`src/kct_pkg.sv`:
```
`timescale 1ns / 1ps
// ----------------------------------------------------------------------------
// kct_pkg
// shared types and constants of the keyed reference count table
// ----------------------------------------------------------------------------
package kct_pkg;

    localparam int DEF_SLOTS  = 16;
    localparam int KEY_W      = 32;
    localparam int CNT_W      = 16;
    localparam int STATUS_W   = 3;
    localparam int SLOT_OUT_W = 4;

    localparam logic [CNT_W-1:0] COUNT_MAX = {CNT_W{1'b1}};
    localparam logic [CNT_W-1:0] COUNT_ONE = CNT_W'(1);

    typedef enum logic [STATUS_W-1:0] {
        ST_UPDATED = 3'd0,
        ST_NEW     = 3'd1,
        ST_FREED   = 3'd2,
        ST_FULL    = 3'd3,
        ST_NULL    = 3'd4
    } t_status;

    typedef enum logic [1:0] {
        S_IDLE,
        S_SCAN,
        S_DRAIN,
        S_DONE
    } t_state;

    typedef struct packed {
        logic [KEY_W-1:0] key;
        logic [CNT_W-1:0] count;
    } t_entry;

    typedef struct packed {
        logic                  vld;
        t_status               status;
        logic [SLOT_OUT_W-1:0] slot;
        logic [CNT_W-1:0]      count;
    } t_result;

endpackage

```
`src/keyed_reference_count_table.sv`:
```
`timescale 1ns / 1ps
// ----------------------------------------------------------------------------
// keyed_reference_count_table
// get / put reference counting over a table of keyed slots
//
//   channel   handshake              payload
//   request   start, busy            i_func, i_object_key
//   result    o_strobe (one cycle)   o_status, o_slot_index, o_count_after
//
// a request with a nonzero key raises the result strobe after a sequential walk of
// the slot store, one read a cycle, through the scan, drain and done states and the
// result register; a null key request skips to the done state and result register
// busy is high from acceptance until the cycle the result is written back
// synchronous reset clears the slot valid bits at once; the receiver never stalls
// ----------------------------------------------------------------------------
module keyed_reference_count_table #(
    parameter int SLOTS = kct_pkg::DEF_SLOTS
) (
    input  logic                          i_clk,
    input  logic                          i_rst_n,
    input  logic                          start,
    output logic                          busy,
    input  logic                          i_func,
    input  logic [kct_pkg::KEY_W-1:0]     i_object_key,
    output logic                          o_strobe,
    output logic [kct_pkg::STATUS_W-1:0]  o_status,
    output logic [kct_pkg::SLOT_OUT_W-1:0] o_slot_index,
    output logic [kct_pkg::CNT_W-1:0]     o_count_after
);
    import kct_pkg::*;

    localparam int IW = $clog2(SLOTS);

    logic          wr_en;
    logic [IW-1:0] wr_addr;
    t_entry        wr_data;
    logic          rd_en;
    logic [IW-1:0] rd_addr;
    t_entry        rd_data;
    t_result       result;
    logic          r_strobe;
    t_result       r_result;

    kct_mem #(
        .SLOTS (SLOTS),
        .IW    (IW)
    ) u_mem (
        .i_clk     (i_clk),
        .i_wr_en   (wr_en),
        .i_wr_addr (wr_addr),
        .i_wr_data (wr_data),
        .i_rd_en   (rd_en),
        .i_rd_addr (rd_addr),
        .o_rd_data (rd_data)
    );

    kct_scan #(
        .SLOTS (SLOTS),
        .IW    (IW)
    ) u_scan (
        .i_clk        (i_clk),
        .i_rst_n      (i_rst_n),
        .start        (start),
        .busy         (busy),
        .i_func       (i_func),
        .i_object_key (i_object_key),
        .o_wr_en      (wr_en),
        .o_wr_addr    (wr_addr),
        .o_wr_data    (wr_data),
        .o_rd_en      (rd_en),
        .o_rd_addr    (rd_addr),
        .i_rd_data    (rd_data),
        .o_result     (result)
    );

    always_ff @(posedge i_clk) begin
        if (!i_rst_n) begin
            r_strobe <= 1'b0;
        end else begin
            r_strobe <= result.vld;
        end
    end

    always_ff @(posedge i_clk) begin
        if (result.vld) begin
            r_result <= result;
        end
    end

    assign o_strobe      = r_strobe;
    assign o_status      = r_result.status;
    assign o_slot_index  = r_result.slot;
    assign o_count_after = r_result.count;

endmodule

```
`src/kct_mem.sv`:
```
`timescale 1ns / 1ps
// ----------------------------------------------------------------------------
// kct_mem
// slot store: key and count per slot, one write and one registered read port
// ----------------------------------------------------------------------------
module kct_mem #(
    parameter int SLOTS = 16,
    parameter int IW    = $clog2(SLOTS)
) (
    input  logic            i_clk,
    input  logic            i_wr_en,
    input  logic [IW-1:0]   i_wr_addr,
    input  kct_pkg::t_entry i_wr_data,
    input  logic            i_rd_en,
    input  logic [IW-1:0]   i_rd_addr,
    output kct_pkg::t_entry o_rd_data
);
    import kct_pkg::*;

    t_entry mem [SLOTS];
    t_entry r_rd_data;

    always_ff @(posedge i_clk) begin
        if (i_wr_en) begin
            mem[i_wr_addr] <= i_wr_data;
        end
    end

    always_ff @(posedge i_clk) begin
        if (i_rd_en) begin
            r_rd_data <= mem[i_rd_addr];
        end
    end

    assign o_rd_data = r_rd_data;

endmodule

```
`src/kct_scan.sv`:
```
`timescale 1ns / 1ps
// ----------------------------------------------------------------------------
// kct_scan
// request sequencer: walks the slot store, tracks hit and lowest free slot,
// keeps the valid bits and writes the updated entry back
// ----------------------------------------------------------------------------
module kct_scan #(
    parameter int SLOTS = 16,
    parameter int IW    = $clog2(SLOTS)
) (
    input  logic                       i_clk,
    input  logic                       i_rst_n,
    input  logic                       start,
    output logic                       busy,
    input  logic                       i_func,
    input  logic [kct_pkg::KEY_W-1:0]  i_object_key,
    output logic                       o_wr_en,
    output logic [IW-1:0]              o_wr_addr,
    output kct_pkg::t_entry            o_wr_data,
    output logic                       o_rd_en,
    output logic [IW-1:0]              o_rd_addr,
    input  kct_pkg::t_entry            i_rd_data,
    output kct_pkg::t_result           o_result
);
    import kct_pkg::*;

    localparam logic [IW-1:0] LAST_IDX = IW'(SLOTS - 1);

    t_state           r_state, n_state;
    logic [IW-1:0]    r_idx, n_idx;
    logic             r_pend;
    logic [IW-1:0]    r_pend_idx;
    logic             r_func;
    logic [KEY_W-1:0] r_key;
    logic             r_null, n_null;
    logic             r_found, n_found;
    logic [IW-1:0]    r_hit_idx, n_hit_idx;
    logic [CNT_W-1:0] r_hit_cnt, n_hit_cnt;
    logic             r_have_free, n_have_free;
    logic [IW-1:0]    r_free_idx, n_free_idx;
    logic [SLOTS-1:0] r_valid, n_valid;
    logic             pend_valid;

    assign pend_valid = r_valid[r_pend_idx];

    always_ff @(posedge i_clk) begin
        if (!i_rst_n) begin
            r_state <= S_IDLE;
            r_valid <= '0;
            r_pend  <= 1'b0;
        end else begin
            r_state <= n_state;
            r_valid <= n_valid;
            r_pend  <= (r_state == S_SCAN);
        end
    end

    always_ff @(posedge i_clk) begin
        r_idx       <= n_idx;
        r_pend_idx  <= r_idx;
        r_null      <= n_null;
        r_found     <= n_found;
        r_hit_idx   <= n_hit_idx;
        r_hit_cnt   <= n_hit_cnt;
        r_have_free <= n_have_free;
        r_free_idx  <= n_free_idx;
        if (r_state == S_IDLE && start) begin
            r_func <= i_func;
            r_key  <= i_object_key;
        end
    end

    always_comb begin
        n_state     = r_state;
        n_idx       = r_idx;
        n_null      = r_null;
        n_found     = r_found;
        n_hit_idx   = r_hit_idx;
        n_hit_cnt   = r_hit_cnt;
        n_have_free = r_have_free;
        n_free_idx  = r_free_idx;
        n_valid     = r_valid;
        o_rd_en     = 1'b0;
        o_rd_addr   = r_idx;
        o_wr_en     = 1'b0;
        o_wr_addr   = r_hit_idx;
        o_wr_data   = '{key: r_key, count: COUNT_ONE};
        o_result    = '{vld: 1'b0, status: ST_NULL, slot: '0, count: '0};

        // compare the entry read in the previous cycle
        if (r_pend) begin
            if (pend_valid && i_rd_data.key == r_key && !r_found) begin
                n_found   = 1'b1;
                n_hit_idx = r_pend_idx;
                n_hit_cnt = i_rd_data.count;
            end
            if (!pend_valid && !r_have_free) begin
                n_have_free = 1'b1;
                n_free_idx  = r_pend_idx;
            end
        end

        case (r_state)
            S_IDLE: begin
                if (start) begin
                    n_idx       = '0;
                    n_found     = 1'b0;
                    n_have_free = 1'b0;
                    n_null      = (i_object_key == '0);
                    n_state     = (i_object_key == '0) ? S_DONE : S_SCAN;
                end
            end
            S_SCAN: begin
                o_rd_en = 1'b1;
                if (r_idx == LAST_IDX) begin
                    n_state = S_DRAIN;
                end else begin
                    n_idx = r_idx + IW'(1);
                end
            end
            S_DRAIN: begin
                n_state = S_DONE;
            end
            S_DONE: begin
                n_state      = S_IDLE;
                o_result.vld = 1'b1;
                if (r_null) begin
                    o_result.status = ST_NULL;
                end else if (!r_found) begin
                    if (r_have_free) begin
                        o_wr_en             = 1'b1;
                        o_wr_addr           = r_free_idx;
                        n_valid[r_free_idx] = 1'b1;
                        o_result.status     = ST_NEW;
                        o_result.slot       = SLOT_OUT_W'(r_free_idx);
                        o_result.count      = COUNT_ONE;
                    end else begin
                        o_result.status = ST_FULL;
                    end
                end else if (r_func) begin
                    o_wr_en             = 1'b1;
                    o_wr_data.count     = (r_hit_cnt == COUNT_MAX) ? COUNT_MAX
                                                                   : r_hit_cnt + COUNT_ONE;
                    o_result.status     = ST_UPDATED;
                    o_result.slot       = SLOT_OUT_W'(r_hit_idx);
                    o_result.count      = o_wr_data.count;
                end else if (r_hit_cnt <= COUNT_ONE) begin
                    n_valid[r_hit_idx] = 1'b0;
                    o_result.status    = ST_FREED;
                    o_result.slot      = SLOT_OUT_W'(r_hit_idx);
                end else begin
                    o_wr_en         = 1'b1;
                    o_wr_data.count = r_hit_cnt - COUNT_ONE;
                    o_result.status = ST_UPDATED;
                    o_result.slot   = SLOT_OUT_W'(r_hit_idx);
                    o_result.count  = o_wr_data.count;
                end
            end
            default: begin
                n_state = S_IDLE;
            end
        endcase
    end

    assign busy = (r_state != S_IDLE);

endmodule
```
`config.mk`:
```
export PLATFORM = sky130hd
export DESIGN_NAME = keyed_reference_count_table
export DESIGN_NICKNAME = d
export VERILOG_FILES = /design/src/kct_pkg.sv /design/src/keyed_reference_count_table.sv /design/src/kct_mem.sv /design/src/kct_scan.sv
export SDC_FILE = /design/constraint.sdc
export NUM_CORES = 1
export LEC_CHECK = 0
export BUFFER_PORTS_ARGS = -buffer_cell sky130_fd_sc_hd__buf_2
export CAP_MARGIN = 10
export CORE_MARGIN = 2
export CORE_UTILIZATION = 60
export DETAILED_ROUTE_END_ITERATION = 10
export GPL_ROUTABILITY_DRIVEN = 0
export PLACE_DENSITY = 0.85
export SLEW_MARGIN = 5
export SYNTH_ARGS = -nofsm -noshare
export SYNTH_HDL_FRONTEND = slang
export SYNTH_HIERARCHICAL = 1
export SYNTH_SLANG_ARGS = --single-unit
```
`constraint.sdc`:
```
create_clock -name i_clk -period 8.75 [get_ports i_clk]
set_input_delay 1.3125 -clock i_clk [delete_from_list [all_inputs] [get_ports i_clk]]
set_output_delay 1.3125 -clock i_clk [all_outputs]
set_load 0.02 [all_outputs]
```
Yosys cells after proc, flatten, opt, wreduce, memory -nomap -nowiden
Memory sizes are Yosys's and may differ from the RTL's. A register that Yosys moved wholly into a read port is not among the register bits.
Index checks and enable logic that the tools add are counted.
{"block": "totals", "ff_bits": 111, "ram_bits": 768, "inputBits": 36, "output_inout_bits": 25, "wordCells": 117, "memories": 1}
{"block": "op_classes", "addsub": 3, "magnitude_cmp": 6, "eq_ne": 11, "n_mux": 53, "bitwise_logic": 5, "reduce_logical": 21}
{"name": "u_mem.mem", "depth": 16, "word_bits": 48, "read_ports": 1, "rd_ports_with_merged_regs": 1, "wr": 1, "line": "kct_mem.sv:20", "text": "t_entry mem [SLOTS];"}
{"operator": "$mux W16", "count": 11}
{"operator": "$mux W20", "count": 2}
{"operator": "$eq A32 B32 Y1", "count": 1}
{"operator": "$logic_not A32 Y1", "count": 1}
{"operator": "$mux W24", "count": 1}
{"operator": "$mux W4", "count": 6}
{"operator": "$mux W23", "count": 1}
{"operator": "$mux W22", "count": 1}
{"operator": "$mux W1", "count": 20}
{"operator": "$add A16 B1 Y16 const B", "count": 1}
{"operator": "$and A16 B16 Y16", "count": 1}
{"operator": "$eq A16 B16 Y1 const B", "count": 1}
{"operator": "$le A16 B1 Y1 const B", "count": 1}
{"operator": "$not A16 Y16", "count": 1}
{"operator": "$or A16 B16 Y16", "count": 1}
{"operator": "$sub A16 B1 Y16 const B", "count": 1}
{"operator": "$lt A4 B5 Y1 const B", "count": 3}
{"operator": "$ne A2 B2 Y1 const B", "count": 5}
{"operator": "$demux W1 S4", "count": 2}
{"operator": "$ge A4 B1 Y1 const B", "count": 2}
{"operator": "$mux W2", "count": 4}
{"operator": "$pmux W2 S4", "count": 1}
{"operator": "$pmux W4 S2", "count": 1}
{"operator": "$reduce_and A2 Y1", "count": 4}
{"operator": "other kinds (15)", "count": 26}

Depth between registers and ports, before layout
{"block": "depth", "ltp_word": 9, "mapped_depth": 10, "ltp_nobuf": 8}

Modules after synthesis
The synthesis kept the hierarchy.
{"mod": "kct_mem", "n_inst": 1, "cells_each": 1242, "area_each_um2": 30175.2, "seq_area_each_um2": 24503.5}
{"mod": "kct_scan", "n_inst": 1, "cells_each": 432, "area_each_um2": 4648.2, "seq_area_each_um2": 2362.3}
{"mod": "keyed_reference_count_table", "n_inst": 1, "cells_each": 25, "area_each_um2": 716.9, "seq_area_each_um2": 710.7}

Least setup slack after synthesis
OpenSTA, ideal clock, no wires.
{"block": "synth_path", "path_type": "register -> register", "startpoint": "register u_scan.r_state[0]", "endpoint": "memory u_mem/mem[0][0] in the netlist's numbering, enable pin", "setup_time_ps": 513, "arrival_ps": 5918, "required_time_ps": 8237, "path_slack_ps": 2320, "stages_incl_launch_ff": 10, "n_path_buf": 2, "period_less_slack_ps": 6430, "path_cell_list": "dfxtp_1 -> ha_1 -> nand2b_1 -> nor2_1 -> nand2b_1 -> clkbuf_2 -> buf_2 -> nand2_1 -> or3b_2 -> nor3_1"}
{"block": "synth_via", "elab_chain_len": 4, "elab_cells_between_ends": 5, "classes_between": "eq/ne: 1; mux: 4"}
{"item": "from (decl)", "line": "kct_scan.sv:29", "text": "t_state r_state, n_state;"}
{"item": "from (signal assigned)", "line": "kct_scan.sv:52", "text": "r_state <= n_state;"}
{"item": "$eq A2 B2 Y1", "line": "kct_scan.sv:103", "text": "case (r_state)"}
{"item": "$mux W1", "line": "kct_scan.sv:103"}
{"item": "via wr_en", "line": "keyed_reference_count_table.sv:34", "text": "logic wr_en;"}
{"item": "$mux W1", "line": "kct_mem.sv:24", "text": "if (i_wr_en) begin"}
{"item": "$mux W1 (not written as such)", "line": "kct_mem.sv:25", "text": "mem[i_wr_addr] <= i_wr_data;"}
{"item": "to (decl)", "line": "kct_mem.sv:20"}
The timed path passes the listed nets, and every way through them passes these cells.

Worst setup path after layout
{"block": "layout_path", "startpoint": "register u_scan.r_state[1]", "endpoint": "memory u_mem/mem[10][13] in the netlist's numbering, enable pin"}
The elaborated chain is that of the path after synthesis.

==> results.yml <==
final_layout:
  drive_above_1_share_pct: 24.6
  final_cell_count_no_fill: 2645
  fin_nets: 1847
  stdcell_area_sq_mm: 0.0397
  fillerInstances: 3431
  area_growth_pct: 11.6
  diodes: 0
clock_network:
  cts-root-buf: "clkbuf_16"
  cts_setup_buffers: 0
  cts.path.max_buffers: 3
  clk_pin_slew_ns: 0.06
  clock_sinks: 927
  insertion_delay_ns: 0.65
  cts_buffers: 88
  hold_buffers: 0
  cts_tree: "built"
  h-tree-depth: 3
  post_cts_resized: 0
min_path:
  worstHoldPathType: "reg2reg"
  min_path_cells: 0
worst_setup_path:
  cp.required_ns: 9.01
  endpoint_kind: "flip-flop"
  cp-start-kind: "flip-flop"
  cp_max_fo: 27
  arrival_ns: 5.62
  reg2reg_depth: 8
  critical_path_class: "reg2reg"
floorplanning:
  core_area_sq_mm: 0.0588
  dieWidth_microns: 247
  pin_count: 61
  die_y_microns: 247
  die_area_sq_mm: 0.0612
  rows: 89
  initial_utilization_pct: 60.4
power:
  power_per_cell_area_mw_per_mm2: 291
  p_leak_uw: 0.0120
  peakVddDrop_mv: 0.271
logic_synthesis:
  synth_area_leaders: "edfxtp_1, mux4_2, a22oi_1"
  synthArstFlopShare_pct: 0
  syn-instance-count: 1699
  synth_edf_count: 901
  yosysTopAreaCell: "edfxtp_1"
  syn_nets: 1744
  synth_area_sq_mm: 0.0355
  netlist-cell-type-count: 64
  yosys_warnings: 6
  synth_top_area_share_pct: 76.1
  synth_seq_cells: 927
  synth_flop_cell: "edfxtp_1"
  netlist_top_cells_count: "edfxtp_1, mux4_2, a22oi_1"
  yosysMostFrequentCell: "edfxtp_1"
  syn_area_per_cell_sq_um: 20.9
  seq_area_frac_synth_pct: 77.6
global_routing:
  overflow: 0
  top_usage_layer: "met2"
  grt_use_met1_pct: 36.2
  grtUsageTotal_pct: 27.5
  grt_use_met3_pct: 5.11
  grt_pass1_vias: 18800
  gr-usage-met2_pct: 46.3
  antenna_found_initial: 0
  grt_max_degree: 166
  grt_pass1_wl_microns: 121000
routing:
  dr.pass1.iters: 8
  drc: 0
  via_count: 18100
  wl_per_cell_microns: 31.0
  via_per_inst: 6.83
  antenna_left: 0
  drt-total-wl_microns: 82000
  drtIter0Drc: 2378
place:
  io_buffers: 60
  dpl.hpwl_microns: 39900
  dpl-instance-area_sq_mm: 0.0368
  placed_cells: 2482
flow_run:
  drv_cap: 0
sta:
  hold_viol: 0
  fin_crit_ns: 5.36
  rsz0062_at_grt: "no"
  setup_tns_ns: 0
  setup_viol: 0
  fmax_ghz: 0.187
  fin_worst_skew_ns: 0.0291
  relSlewSlack_pct: 22.8
  fin_crit_sh_pct: 61.2
  worstMarginPinSlew_ns: 1.16
  drv_slew: 0
status:
  status: "finished clean"
area by class of cell:
cell class / count / area (sq um) / area share [%]
clock inverter: 42 / 440 / 1.11
sequential: 927 / 27600 / 69.5
clock buffer: 118 / 2390 / 6.02
tap: 773 / 967 / 2.44
timing repair buffer: 106 / 671 / 1.69
inverter: 17 / 63.8 / 0.161
multi-input combinational: 662 / 7550 / 19.0
cell usage in the layout, fill, tap and decap left out, drive strengths merged, types with 11 or more instances in the layout:
cell      n
a21oi    18
a22oi    98
buf     106
clkbuf  118
clkinv   30
dfxtp    26
edfxtp  901
inv      20
mux4    196
nand2    84
nand3    15
nand4    17
nor2     47
nor3     18
nor4     12
o21ai    11
xnor2    33
final timing paths:
kind	start	endpoint	slack [ns]
hold reg to reg	u_mem/o_rd_data[0]$_DFFE_PP_	u_scan/r_hit_cnt[0]$_DFFE_PP_	0.42
setup / recovery	u_scan/r_state[1]$_SDFFE_PN0P_	u_mem/mem[10][13]$_DFFE_PP_	3.39
setup reg to reg	u_scan/r_state[1]$_SDFFE_PN0P_	u_mem/mem[10][13]$_DFFE_PP_	3.39
hold / removal	u_mem/o_rd_data[0]$_DFFE_PP_	u_scan/r_hit_cnt[0]$_DFFE_PP_	0.42
per-layer routing:
| metal | share of wire [%] | vias to the layer above |
|---|---|---|
| met4 | 3.8 | 0 |
| met1 | 35 | 9250 |
| met2 | 51 | 1324 |
| met3 | 10 | 234 |
| met5 | 0 | - |
| li1 | - | 7266 |
critical path, stage by stage (launching register included):
cell and delay [ns]:
dfxtp_1 0.40, ha_1 0.96, nand2b_1 0.31, nor2_1 0.47
nand2b_1 0.52, nand2_1 0.39, nand3b_1 0.39, nor2_4 0.89
buf_4 0.64
stage by stage:
stage / hold WS [ns] / utilization, % / setup slack (ns) / power (uW)
6_report: 0.419 / 67.5 / 3.39 / 11600
5_1_grt: 0.423 / 67.5 / 3.16 / 11900
4_1_cts: 0.419 / 67.4 / 3.60 / 11600
3_5_place_dp: 0.405 / 62.6 / 3.63 / 7800
3_3_place_gp: 0.402 / 62.6 / 4.07 / 7720
2_1_floorplan: 0.400 / - / 2.32 / 7180
power breakdown:
group | internal (uW) | switching [uW]
combinational | 969 | 1310
sequential | 5270 | 239
clock | 2140 | 1630
registers in the layout, indices dropped and copies added, names as in the netlist:
signal              flops
u_scan/r_state          2
o_strobe                1
o_count_after          16
u_scan/r_hit_cnt       16
u_scan/r_hit_idx        4
u_scan/r_valid         16
u_scan/r_pend_idx       4
u_scan/r_null           1
u_scan/r_found          1
o_slot_index            4
u_scan/o_rd_addr        4
u_mem/o_rd_data        48
u_scan/r_free_idx       4
u_scan/r_key           32
u_mem/mem             768
u_scan/r_func           1
u_scan/r_pend           1
u_scan/r_have_free      1
o_status                3
logic make-up (layout without fill, tap and decap cells):
family | Yosys count | in the layout | synth area share, %
AND/OR/NAND/NOR | 236 | 236 | 3.30
AO/OA/AOI/OAI | 179 | 179 | 3.70
adder cells (fa/ha/maj) | 9 | 9 | 0.317
flip-flops | 927 | 927 | 77.6
buffers and inverters | 110 | 283 | 1.63
multiplexers | 200 | 200 | 12.5
XOR/XNOR | 38 | 38 | 0.936
(Power assumes the default switching activity.)
